<file path="config.mk">
export PLATFORM = sky130hd
export DESIGN_NAME = time_of_day_alu_core_flat
export DESIGN_NICKNAME = d
export VERILOG_FILES = /design/src/sv/tod_pkg.sv /design/src/sv/tod_in_if.sv /design/src/sv/tod_out_if.sv /design/src/sv/tod_eval.sv /design/src/sv/tod_split.sv /design/src/sv/time_of_day_alu_core.sv /design/src/flat_wrapper.sv
export SDC_FILE = /design/constraint.sdc
export NUM_CORES = 1
export LEC_CHECK = 0
export ABC_AREA = 0
export BUFFER_PORTS_ARGS = -buffer_cell sky130_fd_sc_hd__buf_2
export CAP_MARGIN = 20
export CORE_UTILIZATION = 45
export DETAILED_ROUTE_END_ITERATION = 8
export PLACE_DENSITY = 0.66
export SETUP_SLACK_MARGIN = 0.2
export SYNTH_ARGS = -nofsm -noshare
export SYNTH_HDL_FRONTEND = slang
export SYNTH_SLANG_ARGS = --single-unit
</file>
<file path="constraint.sdc">
create_clock -name clk -period 15.85 [get_ports clk]
set_clock_uncertainty 0.05 [all_clocks]
set_input_delay 1.585 -clock clk [delete_from_list [all_inputs] [get_ports clk]]
set_output_delay 1.585 -clock clk [all_outputs]
set_load 0.02 [all_outputs]
</file>
<file path="src/sv/tod_pkg.sv">
// Types and constants of the time-of-day ALU.
`default_nettype none

package tod_pkg;

	// Operation selector
	typedef enum logic [2:0] {
		CMD_ADD     = 3'd0,
		CMD_SUB     = 3'd1,
		CMD_LESS    = 3'd2,
		CMD_WINDOW  = 3'd3,
		CMD_NEAREST = 3'd4
	} cmd_t;

	localparam logic [16:0] SECS_PER_DAY = 17'd86400;

	// Beat between the evaluate stage and the split stage
	typedef struct packed {
		logic        valid;
		logic [16:0] secs;
		logic        flag;
	} tod_mid_t;

endpackage

`default_nettype wire

</file>
<file path="src/sv/tod_in_if.sv">
// Request channel: operation and three times of day.
`default_nettype none

interface tod_in_if;
	logic       valid;
	logic       ready;
	logic [2:0] cmd;
	logic [4:0] a_hours;
	logic [5:0] a_minutes;
	logic [5:0] a_seconds;
	logic [4:0] b_hours;
	logic [5:0] b_minutes;
	logic [5:0] b_seconds;
	logic [4:0] c_hours;
	logic [5:0] c_minutes;
	logic [5:0] c_seconds;
	logic signed [7:0] delta_seconds;

	modport source (
		output valid, cmd, a_hours, a_minutes, a_seconds, b_hours, b_minutes, b_seconds,
			c_hours, c_minutes, c_seconds, delta_seconds,
		input  ready
	);
	modport sink (
		input  valid, cmd, a_hours, a_minutes, a_seconds, b_hours, b_minutes, b_seconds,
			c_hours, c_minutes, c_seconds, delta_seconds,
		output ready
	);
	modport mon (
		input valid, ready, cmd, a_hours, a_minutes, a_seconds, b_hours, b_minutes,
			b_seconds, c_hours, c_minutes, c_seconds, delta_seconds
	);
endinterface

`default_nettype wire

</file>
<file path="src/sv/tod_out_if.sv">
// Result channel: time of day and flag.
`default_nettype none

interface tod_out_if;
	logic       valid;
	logic       ready;
	logic [4:0] out_hours;
	logic [5:0] out_minutes;
	logic [5:0] out_seconds;
	logic       flag;

	modport source (
		output valid, out_hours, out_minutes, out_seconds, flag,
		input  ready
	);
	modport sink (
		input  valid, out_hours, out_minutes, out_seconds, flag,
		output ready
	);
	modport mon (
		input valid, ready, out_hours, out_minutes, out_seconds, flag
	);
endinterface

`default_nettype wire

</file>
<file path="src/sv/tod_eval.sv">
// Input register and evaluate stage: day seconds for add/subtract, flag for compares.
`default_nettype none

module tod_eval import tod_pkg::*; (
	input  logic     clk,
	input  logic     arst_n,
	tod_in_if.sink   req,
	output tod_mid_t mid,
	input  logic     mid_ready
);

	// Raw h/m/s to seconds, folded once into one day
	function automatic logic [16:0] day_secs(input logic [4:0] h, input logic [5:0] m,
		input logic [5:0] s);
		logic [16:0] raw;
		raw = ({12'b0, h} << 12) - ({12'b0, h} << 9) + ({12'b0, h} << 4)
			+ ({11'b0, m} << 6) - ({11'b0, m} << 2) + {11'b0, s};
		if (raw >= SECS_PER_DAY) begin
			raw = raw - SECS_PER_DAY;
		end
		return raw;
	endfunction

	// Inclusive window test, wrapping past midnight when hi precedes lo
	function automatic logic in_window(input logic [16:0] t, input logic [16:0] lo,
		input logic [16:0] hi);
		logic res;
		if (lo < hi) begin
			res = (t >= lo) && (t <= hi);
		end else if (hi < lo) begin
			res = (t >= lo) || (t <= hi);
		end else begin
			res = (t == lo);
		end
		return res;
	endfunction

	logic        v_s1;
	logic [2:0]  cmd_s1;
	logic [4:0]  ah_s1, bh_s1, ch_s1;
	logic [5:0]  am_s1, as_s1, bm_s1, bs_s1, cm_s1, cs_s1;
	logic [7:0]  delta_s1;

	logic        v_s2;
	logic [16:0] secs_s2;
	logic        flag_s2;

	logic        en_s1, en_s2;
	logic [16:0] ta, tb, ka, kb, kc;
	logic [17:0] sum, diff;
	logic [16:0] secs_d;
	logic        flag_d, fwd, back;

	assign en_s2     = !v_s2 || mid_ready;
	assign en_s1     = !v_s1 || en_s2;
	assign req.ready = en_s1;

	// Stage 1: capture request beat
	always_ff @(posedge clk or negedge arst_n) begin
		if (!arst_n) begin
			v_s1 <= 1'b0;
		end else if (en_s1) begin
			v_s1 <= req.valid;
		end
	end

	always_ff @(posedge clk) begin
		if (en_s1 && req.valid) begin
			cmd_s1   <= req.cmd;
			ah_s1    <= req.a_hours;
			am_s1    <= req.a_minutes;
			as_s1    <= req.a_seconds;
			bh_s1    <= req.b_hours;
			bm_s1    <= req.b_minutes;
			bs_s1    <= req.b_seconds;
			ch_s1    <= req.c_hours;
			cm_s1    <= req.c_minutes;
			cs_s1    <= req.c_seconds;
			delta_s1 <= req.delta_seconds;
		end
	end

	// Operands: seconds for arithmetic, packed keys for ordering
	assign ta = day_secs(ah_s1, am_s1, as_s1);
	assign tb = day_secs(bh_s1, bm_s1, bs_s1);
	assign ka = {ah_s1, am_s1, as_s1};
	assign kb = {bh_s1, bm_s1, bs_s1};
	assign kc = {ch_s1, cm_s1, cs_s1};

	assign sum  = {1'b0, ta} + {{10{delta_s1[7]}}, delta_s1};
	assign diff = {1'b0, ta} - {1'b0, tb};

	assign fwd  = in_window(ka, kb, kc);
	assign back = in_window(ka, kc, kb);

	// Operation decode
	always_comb begin
		secs_d = '0;
		flag_d = 1'b0;
		unique case (cmd_t'(cmd_s1))
			CMD_ADD: begin
				if (sum[17]) begin
					secs_d = sum[16:0] + SECS_PER_DAY;
				end else if (sum[16:0] >= SECS_PER_DAY) begin
					secs_d = sum[16:0] - SECS_PER_DAY;
				end else begin
					secs_d = sum[16:0];
				end
			end
			CMD_SUB: begin
				secs_d = diff[17] ? (diff[16:0] + SECS_PER_DAY) : diff[16:0];
			end
			CMD_LESS:    flag_d = (ka < kb);
			CMD_WINDOW:  flag_d = fwd;
			CMD_NEAREST: flag_d = back && (!fwd || (ka == kc));
			default: begin
				secs_d = '0;
				flag_d = 1'b0;
			end
		endcase
	end

	// Stage 2: evaluated beat
	always_ff @(posedge clk or negedge arst_n) begin
		if (!arst_n) begin
			v_s2 <= 1'b0;
		end else if (en_s2) begin
			v_s2 <= v_s1;
		end
	end

	always_ff @(posedge clk) begin
		if (en_s2 && v_s1) begin
			secs_s2 <= secs_d;
			flag_s2 <= flag_d;
		end
	end

	assign mid.valid = v_s2;
	assign mid.secs  = secs_s2;
	assign mid.flag  = flag_s2;

endmodule

`default_nettype wire

</file>
<file path="src/sv/tod_split.sv">
// Split stages: day seconds into hours, then minutes and seconds.
`default_nettype none

module tod_split import tod_pkg::*; (
	input  logic      clk,
	input  logic      arst_n,
	input  tod_mid_t  mid,
	output logic      mid_ready,
	tod_out_if.source rsp
);

	// Reciprocals: floor(t/3600) for t < 86400, floor(r/60) for r < 3600
	localparam logic [34:0] HOUR_RECIP = 35'd149131;
	localparam logic [24:0] MIN_RECIP  = 25'd4370;

	logic        en_s3, en_s4;
	logic        v_s3, flag_s3;
	logic [4:0]  hrs_s3;
	logic [11:0] rem_s3;

	logic        v_s4, flag_s4;
	logic [4:0]  hrs_s4;
	logic [5:0]  min_s4, sec_s4;

	logic [34:0] prod_h;
	logic [4:0]  hrs_d;
	logic [16:0] h3600, rem_full;
	logic [24:0] prod_m;
	logic [5:0]  min_d;
	logic [11:0] m60, sec_full;

	assign en_s4     = !v_s4 || rsp.ready;
	assign en_s3     = !v_s3 || en_s4;
	assign mid_ready = en_s3;

	// Hours and remainder within the hour
	assign prod_h   = {18'b0, mid.secs} * HOUR_RECIP;
	assign hrs_d    = prod_h[33:29];
	assign h3600    = ({12'b0, hrs_d} << 12) - ({12'b0, hrs_d} << 9) + ({12'b0, hrs_d} << 4);
	assign rem_full = mid.secs - h3600;

	always_ff @(posedge clk or negedge arst_n) begin
		if (!arst_n) begin
			v_s3 <= 1'b0;
		end else if (en_s3) begin
			v_s3 <= mid.valid;
		end
	end

	always_ff @(posedge clk) begin
		if (en_s3 && mid.valid) begin
			hrs_s3  <= hrs_d;
			rem_s3  <= rem_full[11:0];
			flag_s3 <= mid.flag;
		end
	end

	// Minutes and seconds
	assign prod_m   = {13'b0, rem_s3} * MIN_RECIP;
	assign min_d    = prod_m[23:18];
	assign m60      = ({6'b0, min_d} << 6) - ({6'b0, min_d} << 2);
	assign sec_full = rem_s3 - m60;

	always_ff @(posedge clk or negedge arst_n) begin
		if (!arst_n) begin
			v_s4 <= 1'b0;
		end else if (en_s4) begin
			v_s4 <= v_s3;
		end
	end

	always_ff @(posedge clk) begin
		if (en_s4 && v_s3) begin
			hrs_s4  <= hrs_s3;
			min_s4  <= min_d;
			sec_s4  <= sec_full[5:0];
			flag_s4 <= flag_s3;
		end
	end

	assign rsp.valid       = v_s4;
	assign rsp.out_hours   = hrs_s4;
	assign rsp.out_minutes = min_s4;
	assign rsp.out_seconds = sec_s4;
	assign rsp.flag        = flag_s4;

endmodule

`default_nettype wire

</file>
<file path="src/sv/time_of_day_alu_core.sv">
// Request beat to result beat: input, evaluate, hours, min/sec register stages in order.
// Throughput: one beat per cycle unless stalled; a stage moves if empty or the next moves.
// A stall holds the last stage and full ones behind it; empty stages keep taking beats.
// Reset (arst_n low, asynchronous) clears all stage valid bits; no result is pending.
// Top level of the time-of-day ALU.
`default_nettype none

module time_of_day_alu_core import tod_pkg::*; (
	input  logic      clk,
	input  logic      arst_n,
	tod_in_if.sink    req,
	tod_out_if.source rsp
);

	tod_mid_t mid;
	logic     mid_ready;

	tod_eval u_eval (
		.clk       (clk),
		.arst_n    (arst_n),
		.req       (req),
		.mid       (mid),
		.mid_ready (mid_ready)
	);

	tod_split u_split (
		.clk       (clk),
		.arst_n    (arst_n),
		.mid       (mid),
		.mid_ready (mid_ready),
		.rsp       (rsp)
	);

endmodule

`default_nettype wire

</file>
<file path="src/flat_wrapper.sv">
// flat-port wrapper written by rule: the top's interface ports become plain ports
module time_of_day_alu_core_flat import tod_pkg::*;
  (clk, arst_n, req_valid, req_cmd, req_a_hours, req_a_minutes, req_a_seconds, req_b_hours, req_b_minutes, req_b_seconds, req_c_hours, req_c_minutes, req_c_seconds, req_delta_seconds, req_ready, rsp_valid, rsp_out_hours, rsp_out_minutes, rsp_out_seconds, rsp_flag, rsp_ready);
  tod_in_if req_i ();
  tod_out_if rsp_i ();
  input  logic clk;
  input  logic arst_n;
  input wire logic [$bits(req_i.valid)-1:0] req_valid;
  input wire logic [$bits(req_i.cmd)-1:0] req_cmd;
  input wire logic [$bits(req_i.a_hours)-1:0] req_a_hours;
  input wire logic [$bits(req_i.a_minutes)-1:0] req_a_minutes;
  input wire logic [$bits(req_i.a_seconds)-1:0] req_a_seconds;
  input wire logic [$bits(req_i.b_hours)-1:0] req_b_hours;
  input wire logic [$bits(req_i.b_minutes)-1:0] req_b_minutes;
  input wire logic [$bits(req_i.b_seconds)-1:0] req_b_seconds;
  input wire logic [$bits(req_i.c_hours)-1:0] req_c_hours;
  input wire logic [$bits(req_i.c_minutes)-1:0] req_c_minutes;
  input wire logic [$bits(req_i.c_seconds)-1:0] req_c_seconds;
  input wire logic [$bits(req_i.delta_seconds)-1:0] req_delta_seconds;
  output wire logic [$bits(req_i.ready)-1:0] req_ready;
  output wire logic [$bits(rsp_i.valid)-1:0] rsp_valid;
  output wire logic [$bits(rsp_i.out_hours)-1:0] rsp_out_hours;
  output wire logic [$bits(rsp_i.out_minutes)-1:0] rsp_out_minutes;
  output wire logic [$bits(rsp_i.out_seconds)-1:0] rsp_out_seconds;
  output wire logic [$bits(rsp_i.flag)-1:0] rsp_flag;
  input wire logic [$bits(rsp_i.ready)-1:0] rsp_ready;
  assign req_i.valid = req_valid;
  assign req_i.cmd = req_cmd;
  assign req_i.a_hours = req_a_hours;
  assign req_i.a_minutes = req_a_minutes;
  assign req_i.a_seconds = req_a_seconds;
  assign req_i.b_hours = req_b_hours;
  assign req_i.b_minutes = req_b_minutes;
  assign req_i.b_seconds = req_b_seconds;
  assign req_i.c_hours = req_c_hours;
  assign req_i.c_minutes = req_c_minutes;
  assign req_i.c_seconds = req_c_seconds;
  assign req_i.delta_seconds = req_delta_seconds;
  assign req_ready = req_i.ready;
  assign rsp_valid = rsp_i.valid;
  assign rsp_out_hours = rsp_i.out_hours;
  assign rsp_out_minutes = rsp_i.out_minutes;
  assign rsp_out_seconds = rsp_i.out_seconds;
  assign rsp_flag = rsp_i.flag;
  assign rsp_i.ready = rsp_ready;
  time_of_day_alu_core u_core (.clk(clk), .arst_n(arst_n), .req(req_i), .rsp(rsp_i));
endmodule
</file>
**Word level (Yosys, flattened, before mapping)**

Index checks and enable logic that the tools add are counted.

- Flip-flop bits (word level): 120
- Input port bits: 66
- Output and inout port bits: 20
- Word-level logic and storage cells: 95

- $add $sub $neg: 22
- Multipliers: 2
- Order comparisons: 10
- Equal/unequal tests: 6
- Multiplexer cells: 11
- Reductions and logical operators: 20

Operators by type and width:

| operator | count |
|---|---|
| $mux W17 | 5 |
| $ge A17 B17 Y1 const B | 3 |
| $lt A17 B17 Y1 | 3 |
| $sub A17 B17 Y17 const B | 3 |
| $add A17 B12 Y17 | 2 |
| $add A17 B17 Y17 const B | 2 |
| $add A17 B6 Y17 | 2 |
| $add A17 B9 Y17 | 2 |
| $eq A17 B17 Y1 | 2 |
| $ge A17 B17 Y1 | 2 |
| $le A17 B17 Y1 | 2 |
| $mul A17 B18 Y34 const B | 1 |
| $pmux W17 S2 | 1 |
| $sub A17 B14 Y17 | 2 |
| $sub A17 B8 Y17 | 2 |
| $mul A12 B12 Y23 const B | 1 |
| $add A17 B18 Y18 | 1 |
| $sub A17 B17 Y18 | 1 |
| $add A12 B9 Y12 | 1 |
| $sub A1 B12 Y12 const A | 1 |
| $sub A12 B12 Y12 | 1 |
| $logic_and A1 B1 Y1 | 7 |
| $logic_or A1 B1 Y1 | 7 |
| $eq A3 B2 Y1 const B | 2 |
| 8 further kinds | 15 |

**Depth between registers and ports, before layout**

- Word-level depth: 12
- Depth in mapped cells: 31
- Gate-level depth less buffers: 31

**Hierarchy**

Synthesis repeated with hierarchy kept, for this count alone.

- Cells, all modules: 1781
- Area total of the unflattened synthesis: 17092.6 um2

Modules (own cells, without submodules):

| module | instances | cells each | area each (um2) |
|---|---|---|---|
| tod_eval | 1 | 1051 | 9564.2 |
| tod_split | 1 | 730 | 7528.5 |

**Worst setup path after synthesis**

OpenSTA, ideal clock, no wires.

- Path kind: flip-flop to flip-flop
- Start point: register u_core.u_eval.secs_s2[16]
- End point: register u_core.u_split.rem_s3[11], data pin
- Library setup time: 258 ps
- Data arrival time: 6533 ps
- Data required time: 15542 ps
- Setup slack: 9010 ps
- Cell stages (with the launch flop): 30
- Path buffers: 0
- Period minus slack after synthesis: 6840 ps
- Path through: edfxtp_1 > ha_1 > fa_1 > inv_1 > fa_1 > inv_1 > fa_1 > fa_1 > fa_1 > ha_1 > and3_1 > nand3_1 > nor4_1 > a211oi_1 > nand3b_1 > a311oi_1 > or2_2 > xnor2_1 > inv_1 > ha_1 > ha_1 > o21ai_0 > a21boi_0 > o21ai_0 > nand2b_1 > a21o_1 > nand2_1 > a21oi_1 > xnor2_1 > xnor2_1

- Longest elaborated chain between the ends: 4

RTL lines:

| element | RTL line | source |
|---|---|---|
| start, declared | tod_eval.sv:45 | `logic [16:0] secs_s2;` |
| start signal, assigned | tod_eval.sv:134 | `secs_s2 <= secs_d;` |
| $mul A17 B18 Y34 (*) | tod_split.sv:37 | `assign prod_h = {18'b0, mid.secs} * HOUR_RECIP;` |
| net u_core.u_split.prod_h[29] | tod_split.sv:25 | `logic [34:0] prod_h;` |
| $sub A1 B12 Y12 | tod_split.sv:39 | `assign h3600 = ({12'b0, hrs_d} << 12) - ({12'b0, hrs_d} << 9) + ({12'b0, hrs_d} << 4);` |
| $add A12 B9 Y12 (*) | tod_split.sv:39 |  |
| $sub A12 B12 Y12 (*) | tod_split.sv:40 | `assign rem_full = mid.secs - h3600;` |
| net u_core.u_split.rem_full[11] | tod_split.sv:27 | `logic [16:0] h3600, rem_full;` |
| end signal, assigned | tod_split.sv:53 | `rem_s3 <= rem_full[11:0];` |
| end, declared | tod_split.sv:19 | `logic [11:0] rem_s3;` |

Mark *: on every way through the listed nets, which the timed path passes. The rest lies on a longest branch.
A chain may end at the register's enable or synchronous reset.

**Final worst setup path**

- Start point: register u_core.u_eval.secs_s2[6]
- End point: register u_core.u_split.rem_s3[11], data pin

Same word-level chain as after synthesis.

==> reports/summary.txt <==
Final Max Slew Viols = 0
Seq/Total Area, Yosys = 22.1%
Setup ws final = 8.34 ns
Cell taking the most area after synthesis = ha_1
Core area = 35600 sq um
Min Tclk post-route = 7.51 ns
Kind of critical path = reg -> reg
Synth Register Bits = 120
Fillers = 3285
Buf/Inv on CP = 3
Type of element capturing the critical path = register
Routed Antenna Nets = 0
Number of flops mapped to enable cells by yosys = 116
Most frequent CP cell = fa_1
# Post-CTS Setup Buffers = 0
Clock-pin slew of the registers on the worst-case setup and hold paths = 0.06 ns
Routed via count = 12000
Syn_nets = 2159
Layout Cells excl Fill = 2192
Share of the synthesized area in the top cell type = 29.8%
F_max = 133 MHz
Hold path start = u_core.u_split.hrs_s3[4]$_DFFE_PP_
I/O Buffers = 85
Vias in the first global route = 12300
Final Setup Violations = 0
Slew Limit Headroom = 44.4%
Worst r2r src = u_core.u_eval.secs_s2[6]$_DFFE_PP_
Pre-CTS WS = 8.36 ns
Clk_lat worst skew = 0.45 ns
First drt pass iteration count = 5
CTS resizes = 0
Area Growth Syn to Fin = 9.79%
Slew @ Worst Pin = 0.834 ns
Nets = 2259
Cts hold-fix bufs = 0
Initial antenna violation count = 0
Largest net degree at the start of global routing = 63
GRT Residual Overflow = 0
Routed wire length per instance = 17.1 um
Final hold vios = 0
Diode count = 0
Dominant cells by area after synthesis = ha_1 (30%), edfxtp_1 (21%), fa_1 (11%)
HP Class = reg -> reg
CP top delay family = adder cells
Die area = 36900 sq um
Total track usage = 21.3%
Height of the die = 192 um
CP max FO = 9
GP Congestion = 0.895
Max_cap viols = 0
Share of post-route cells with drive strength above 1 = 9.82%
CTS tree = built
Initial core utilization = 45.7%
Top FF cell, synth = edfxtp_1
Buffer depth of the longest clock path = 2
DRC = 0
Tcrit/Tclk final = 47.4%
Yosys Warn Count = 0
CP arrival = 7.65 ns
Mapped Area = 16200 sq um
First-pass GRT wire length = 61000 um
Clock sink total = 120
Htree depth = 4
1st-iter DRT viols = 604
CP Launch Type = register
CP max stage delay = 0.63 ns
Ports = 86
Setup crit start = u_core.u_eval.secs_s2[6]$_DFFE_PP_
Via density = 5.48
Final TNS setup = 0 ns
Status = completed
Final HPWL DP = 31800 um
Die width = 192 um
Netlist cell types = 90
Synth Area per Inst = 10.0 sq um
Unrepaired setup endpoints after global routing = false
Slowest cell on crit path = edfxtp_1
R2r setup slk = 8.34 ns
Final wirelength = 37500 um
Cell count after synthesis = 1618
CTS buffer count = 17
Worst EP required = 15.99 ns
Asr flop ratio synth = 3.33%
Placed cells = 2158
Num rows = 69
CTS root buf = clkbuf_16
-- metrics by stage --
step | util [%] | hold slack, ns | area [sq um]
global route | 50.1 | 0.391 | 17800
detailed placement | 48.4 | 0.362 | 17200
CTS | 50.1 | 0.376 | 17800
global placement | 48.4 | 0.352 | 17200
floorplan | - | 0.350 | 16200
finish | 50.1 | 0.382 | 17800
-- per-layer routing --
metal | track usage [%] | vias up | share of wire, %
met5 | 0 | - | 0
met4 | 6.12 | 0 | 1.9
met3 | 3.34 | 51 | 4.2
met2 | 36.6 | 248 | 48
met1 | 27.5 | 5777 | 46
li1 | - | 5940 | -
-- layout by cell type (no fill, tap or decap), types with 8 or more instances in the layout --
cell,n
edfxtp_1,116
xor2_1,42
fa_1,88
o21ai_0,42
nor3_1,22
nand4_1,19
a21oi_1,75
nor2_1,70
buf_2,86
ha_1,387
clkbuf_16,17
a211oi_1,10
nor4_1,9
and3_1,11
nand2b_1,18
o21a_1,18
nor2b_1,16
o211ai_1,9
a31oi_1,8
a21o_1,48
nand2_1,65
o22ai_1,12
and2_1,12
xnor2_1,63
inv_1,271
nand3_1,25
-- sequential cells by signal, indices dropped and copies added (netlist names) --
name	cells
u_core.u_eval.delta_s1	8
u_core.u_eval.flag_s2	1
u_core.u_split.rsp.flag	1
u_core.u_eval.ah_s1	5
u_core.u_split.v_s3	1
u_core.u_split.rsp.out_hours	5
u_core.u_eval.v_s1	1
u_core.u_eval.secs_s2	17
u_core.u_eval.as_s1	6
u_core.u_split.rsp.valid	1
u_core.u_eval.v_s2	1
u_core.u_split.rsp.out_minutes	6
u_core.u_split.flag_s3	1
u_core.u_split.hrs_s3	5
u_core.u_split.rsp.out_seconds	6
u_core.u_eval.am_s1	6
u_core.u_split.rem_s3	12
u_core.u_eval.cm_s1	6
u_core.u_eval.ch_s1	5
u_core.u_eval.cs_s1	6
u_core.u_eval.cmd_s1	3
u_core.u_eval.bh_s1	5
u_core.u_eval.bm_s1	6
u_core.u_eval.bs_s1	6
-- final timing paths --
kind                                                              to  cells past startpoint
setup / recovery                 u_core.u_split.rem_s3[11]$_DFFE_PP_                     28
hold / removal             u_core.u_split.rsp.out_hours[4]$_DFFE_PP_                      0
setup reg to reg                 u_core.u_split.rem_s3[11]$_DFFE_PP_                     28
hold reg to reg            u_core.u_split.rsp.out_hours[4]$_DFFE_PP_                      0
max in group asynchronous             u_core.u_eval.v_s2$_DFFE_PN0P_                      1
min in group asynchronous       u_core.u_split.rsp.valid$_DFFE_PN0P_                      1
-- kinds of logic (layout without fill, tap and decap cells) --
logic type | Yosys count | after routing | synth area share, %
buffers and inverters | 281 | 394 | 6.55
and+or+nand+nor | 304 | 304 | 9.81
adders and majority gates | 475 | 475 | 40.6
AOI/OAI and AO/OA | 319 | 319 | 14.1
muxes | 10 | 10 | 0.639
xor gates and xnor gates | 109 | 109 | 6.20
DFF | 120 | 120 | 22.1
-- area by class of cell --
type                            count  area (sq um)  area share (%)
Timing Repair Buffer               90           463            2.60
Multi-Input combinational cell   1217         11600            65.0
Sequential cell                   120          3580            20.1
Inverter                          272          1020            5.72
Clock buffer                       17           425            2.38
Clock inverter                     15           168           0.940
Tap cell                          461           577            3.23
-- synth_stat cells (6+ instances only) --
cell type / instances
a211o_1: 6
a211oi_1: 10
a21o_1: 48
a21oi_1: 75
a31oi_1: 8
and2_1: 13
and3_1: 11
clkbuf_1: 6
edfxtp_1: 116
fa_1: 88
ha_1: 387
inv_1: 271
mux2i_1: 7
nand2_1: 65
nand2b_1: 18
nand3_1: 25
nand4_1: 19
nor2_1: 70
nor2b_1: 16
nor3_1: 22
nor4_1: 9
o211ai_1: 9
o21a_1: 18
o21ai_0: 42
o21ai_1: 7
o21bai_1: 6
o22ai_1: 12
o31ai_1: 7
or2_2: 6
or3_1: 6
xnor2_1: 63
xor2_1: 42
Power is left out: the tool's default activity adds up to more than one toggle a clock period on the data nets, which glitch-free logic cannot reach.
